<file path="src/rtl/core/lrmp_pkg.sv">
// lrmp_pkg: shared constants for the matrix power block
// no dependencies
`default_nettype none
package lrmp_pkg;
    localparam logic [29:0] MODULUS = 30'd1000000007;
    localparam int VAL_W = 30;
    // floor(2^60 / p) for the reciprocal reduction
    localparam logic [30:0] RECIP_MU = 31'(64'd1152921504606846976 / 64'd1000000007);
endpackage
`default_nettype wire

</file>
<file path="src/rtl/core/lrmp_mac.sv">
// lrmp_mac: modular multiply-accumulate unit, acc + a*b mod p
// five-stage pipeline with reduction by a precomputed reciprocal; depends on lrmp_pkg
`default_nettype none
module lrmp_mac
    import lrmp_pkg::*;
(
    input  wire logic             clk,
    input  wire logic             rst_n,
    input  wire logic             start,
    input  wire logic [VAL_W-1:0] a,
    input  wire logic [VAL_W-1:0] b,
    input  wire logic [VAL_W-1:0] acc,
    output logic                  done,
    output logic [VAL_W-1:0]      result
);
    localparam logic [31:0] MOD_X1 = {2'b00, MODULUS};
    localparam logic [31:0] MOD_X2 = {1'b0, MODULUS, 1'b0};

    logic [3:0]       stage_reg, stage_next;
    logic             done_reg, done_next;
    logic [59:0]      prod_reg, prod_next;
    logic [30:0]      quot_reg, quot_next;
    logic [31:0]      low2_reg, low2_next;
    logic [31:0]      low3_reg, low3_next;
    logic [31:0]      qp_reg, qp_next;
    logic [VAL_W-1:0] red_reg, red_next;
    logic [VAL_W-1:0] acc1_reg, acc1_next;
    logic [VAL_W-1:0] acc2_reg, acc2_next;
    logic [VAL_W-1:0] acc3_reg, acc3_next;
    logic [VAL_W-1:0] acc4_reg, acc4_next;
    logic [VAL_W-1:0] res_reg, res_next;
    logic [61:0]      est;
    logic [31:0]      rem;
    logic [30:0]      sum;

    always_comb
    begin
        stage_next = {stage_reg[2:0], start};
        done_next  = stage_reg[3];
        // product
        prod_next  = 60'(a) * 60'(b);
        acc1_next  = acc;
        // quotient estimate, at most two short
        est        = 62'(prod_reg[59:29]) * 62'(RECIP_MU);
        quot_next  = 31'(est >> 31);
        low2_next  = prod_reg[31:0];
        acc2_next  = acc1_reg;
        // low bits of quotient times p
        qp_next    = 32'(quot_reg) * 32'(MODULUS);
        low3_next  = low2_reg;
        acc3_next  = acc2_reg;
        // remainder below 3p
        rem        = low3_reg - qp_reg;
        if (rem >= MOD_X2)
            red_next = VAL_W'(rem - MOD_X2);
        else if (rem >= MOD_X1)
            red_next = VAL_W'(rem - MOD_X1);
        else
            red_next = VAL_W'(rem);
        acc4_next  = acc3_reg;
        // accumulate
        sum        = {1'b0, red_reg} + {1'b0, acc4_reg};
        res_next   = (sum >= {1'b0, MODULUS}) ? VAL_W'(sum - {1'b0, MODULUS})
                                              : VAL_W'(sum);
    end

    always_ff @(posedge clk or negedge rst_n)
    begin
        if (!rst_n)
        begin
            stage_reg <= '0;
            done_reg  <= 1'b0;
        end
        else
        begin
            stage_reg <= stage_next;
            done_reg  <= done_next;
        end
    end

    always_ff @(posedge clk)
    begin
        prod_reg <= prod_next;
        quot_reg <= quot_next;
        low2_reg <= low2_next;
        low3_reg <= low3_next;
        qp_reg   <= qp_next;
        red_reg  <= red_next;
        acc1_reg <= acc1_next;
        acc2_reg <= acc2_next;
        acc3_reg <= acc3_next;
        acc4_reg <= acc4_next;
        res_reg  <= res_next;
    end

    assign done   = done_reg;
    assign result = res_reg;
endmodule
`default_nettype wire

</file>
<file path="config.mk">
export PLATFORM = sky130hd
export DESIGN_NAME = lrmp_mac
export DESIGN_NICKNAME = d
export VERILOG_FILES = /design/src/rtl/core/lrmp_pkg.sv /design/src/rtl/core/lrmp_mac.sv
export SDC_FILE = /design/constraint.sdc
export NUM_CORES = 2
export LEC_CHECK = 0
export ABC_CLOCK_PERIOD_IN_PS = 10300
export BUFFER_PORTS_ARGS = -buffer_cell sky130_fd_sc_hd__buf_2
export CAP_MARGIN = 20
export CORE_MARGIN = 4
export CORE_UTILIZATION = 50
export CTS_BUF_LIST = sky130_fd_sc_hd__clkbuf_8
export DETAILED_ROUTE_END_ITERATION = 7
export PLACE_DENSITY_LB_ADDON = 0.3
export SETUP_SLACK_MARGIN = 0.4
export SYNTH_ARGS = -nofsm -noshare
export SYNTH_HDL_FRONTEND = slang
export SYNTH_SLANG_ARGS = --single-unit
</file>
<file path="constraint.sdc">
create_clock -name clk -period 10.3 [get_ports clk]
set_input_delay 0.515 -clock clk [delete_from_list [all_inputs] [get_ports clk]]
set_output_delay 0.515 -clock clk [all_outputs]
set_load 0.005 [all_outputs]
</file>
==> metrics.md <==
| Metric | Value |
|---|---|
| Status | completed |
| Layout cells sized above 1 | 4.28% |
| Vias per cell | about 5.3 |
| Post-synthesis average cell area | a little under 10 µm² |
| Tcrit/Tclk final | between 80% and 90% |
| FF-to-FF setup slack | 1.93 ns |
| Final setup viols | 0 |
| Reg clk slew, reported paths | 0.06 ns |
| Ports | 124 |
| Asr flop ratio synth | 1.34% |
| CP endpoint kind | flip-flop |
| Sequential element share of the synthesized area | about an eighth |
| Clock sink count | approximately 370 |
| WL/cell | roughly 19 µm |
| Setup ws final | between 1 and 1.5 ns |
| CTS buffer count | a little under 60 |
| Critical Path End | prod_reg[55] |
| Worst setup startpoint | a[13] |
| Fillcell total | 11,269 |
| Cell row count | roughly 130 |
| Setup WS pre-CTS | ~0.82 ns |
| Clk_skew | roughly 0.042 ns |
| Most common cell after layout, fill and taps aside | inv_1 |
| DR iter-0 viols | 2,430 |
| Die ar. | about 130,000 µm² |
| Core Region | approximately 120,000 µm² |
| CP max stage delay | around 0.70 ns |
| Synth Flop Type | dfxtp_1 |
| H-tree Lvls | 2 |
| Most used cell, CP | fa_1 |
| EDFF count, synth | 0 |
| RePlAce Congestion | about 0.93 |
| Via count | roughly 43,000 |
| Worst Path Arrival | around 9.4 ns |
| End of the worst register-to-register path | quot_reg[30] |
| Setup TNS | 0 ns |
| Final hold violations | 0 |
| Critical path fanouts, max | 30 |
| Clock Path Buffers | 3 |
| Nets | 8,577 |
| Number of antenna violations at the first check in global routing | 6 |
| WS Path Type | primary input to flip-flop |
| Mapped Cells | 6,392 |
| Drt pass-1 iters | 5 |
| Clock network latency to the later pin of the worst-skew pair | a little under 0.7 ns |
| Drt drc | 0 |
| Hold Crit Class | primary input to async pin |
| Slew margin rel. | 33.0% |
| Leading cell types in the layout, fill and taps excluded | 1,524 x inv_1, 1,225 x fa_1, 827 x ha_1 |
| Synthesized area | about 62,000 µm² |
| Starting Density | roughly half |
| CTS tree | yes |
| Global route overflow | 0 |
| Number of synthesized register bits | around 370 |
| Max-Cap Viols | 0 |
| Die Y | ~360 µm |
| Max Slew Vio Count | 0 |
| Synth warnings | 0 |
| RSZ-0062 raised after global routing | false |
| Slowest-stage cell, CP | o32ai_1 |
| Syn nets | between 8,000 and 9,000 |
| Largest net degree at the start of global routing | 31 |
| Synth-to-layout area growth | 5.87% |
| Vias in the first global route | 46,146 |
| CTS Root Cell | clkbuf_8 |
| Die width | around 360 µm |
| Crit path required time | 10.84 ns |
| Worst Reg-to-Reg Cells | 24 |
| I/O Buffers | 123 |
| Total GRT Usage | between 20% and 30% |
| First-pass GRT wire length | roughly 250,000 µm |
| Reg-to-reg startpoint | prod_reg[49] |
| Min Tclk post-route | 8.86 ns |
| Worst-Margin Slew | approximately 0.99 ns |
| Detailed Route WL | roughly 150,000 µm |
| Fmax | roughly 110 MHz |
| Max reg flops | 60 |
| Post-route ant nets | 0 |
| CP Launch Type | primary input |
| HPWL after DPL | roughly 130,000 µm |
| Synth cell types | between 80 and 90 |
## area by class of cell
cell class | count | area [µm²] | area share (%)
diodes | 2 | 5.00 | 0.00761
inverters | 1512 | 5680 | 8.63
well taps | 1637 | 2050 | 3.11
repair buffers | 185 | 1160 | 1.77
clock inverters | 34 | 285 | 0.434
flip-flops and latches | 372 | 7470 | 11.4
clock buffers | 68 | 936 | 1.42
multi-input cells | 4303 | 48200 | 73.3
## metal layers
layer  global-route usage, %  vias to the layer above  share of wire (%)
met2                    39.8                     1250                 46
li1                        -                    19574                  -
met3                    3.71                      220                6.7
met1                    34.3                    21561                 45
met4                    5.66                        2                2.4
met5                       0                        -             0.0071
## worst max-delay path: cells and delay by family
family	cells	cell delay, ns
fa+ha+maj	9	4.31
compound gates	12	3.35
buf+inv	5	0.74
simple gates	2	0.32
xor+xnor	1	0.14
## per-stage QoR
step	hold WS, ns	utilization (%)	std cells	cell area (µm²)
floorplan	0.219	-	6392	62100
global placement	0.310	52.0	7977	64200
detailed placement	0.312	52.0	7977	64200
CTS	0.134	53.2	8111	65800
global route	0.189	53.2	8112	65800
finish	0.206	53.2	8113	65800
## worst min path at each step
stage	startpoint	slack, ns	end
floorplan	rst_n	0.22	done
global placement	prod_reg[1]	0.31	low2_reg[1]
detailed placement	acc2_reg[29]	0.31	acc3_reg[29]
CTS	rst_n	0.13	stage_reg[1]
global route	rst_n	0.19	done
finish	rst_n	0.21	done
## cells in the mapped netlist (68+ instances only)
library cell / number / area, µm²
xor2_1: 68 / 596
and2_1: 542 / 3390
xnor2_1: 162 / 1420
fa_1: 1225 / 24500
a21oi_1: 178 / 891
ha_1: 827 / 10300
nor2_1: 126 / 473
o21ai_0: 94 / 470
nand2_1: 498 / 1870
dfxtp_1: 367 / 7350
a21o_1: 79 / 593
clkbuf_1: 191 / 717
inv_1: 1511 / 5670
## kinds of logic (layout without fill, tap and decap cells)
group / Yosys count / in the layout / synth area share, %
AOI/OAI and AO/OA: 589 / 589 / 6.28
muxes: 8 / 8 / 0.133
other: 0 / 2 / 0
and+or+nand+nor: 1423 / 1423 / 11.8
DFF: 372 / 372 / 12.0
buffers and inverters: 1717 / 1799 / 10.4
xor gates and xnor gates: 231 / 231 / 3.27
adders and majority gates: 2052 / 2052 / 56.1
## what timing repair did
action                    CTS  global route
buffers inserted            0             0
resized for setup           0             0
hold buffers               32             0
hold endpoints to repair   36             0
Power is not shown: default switching activity piles up to over one toggle a cycle in this logic, so the estimate is an artifact.
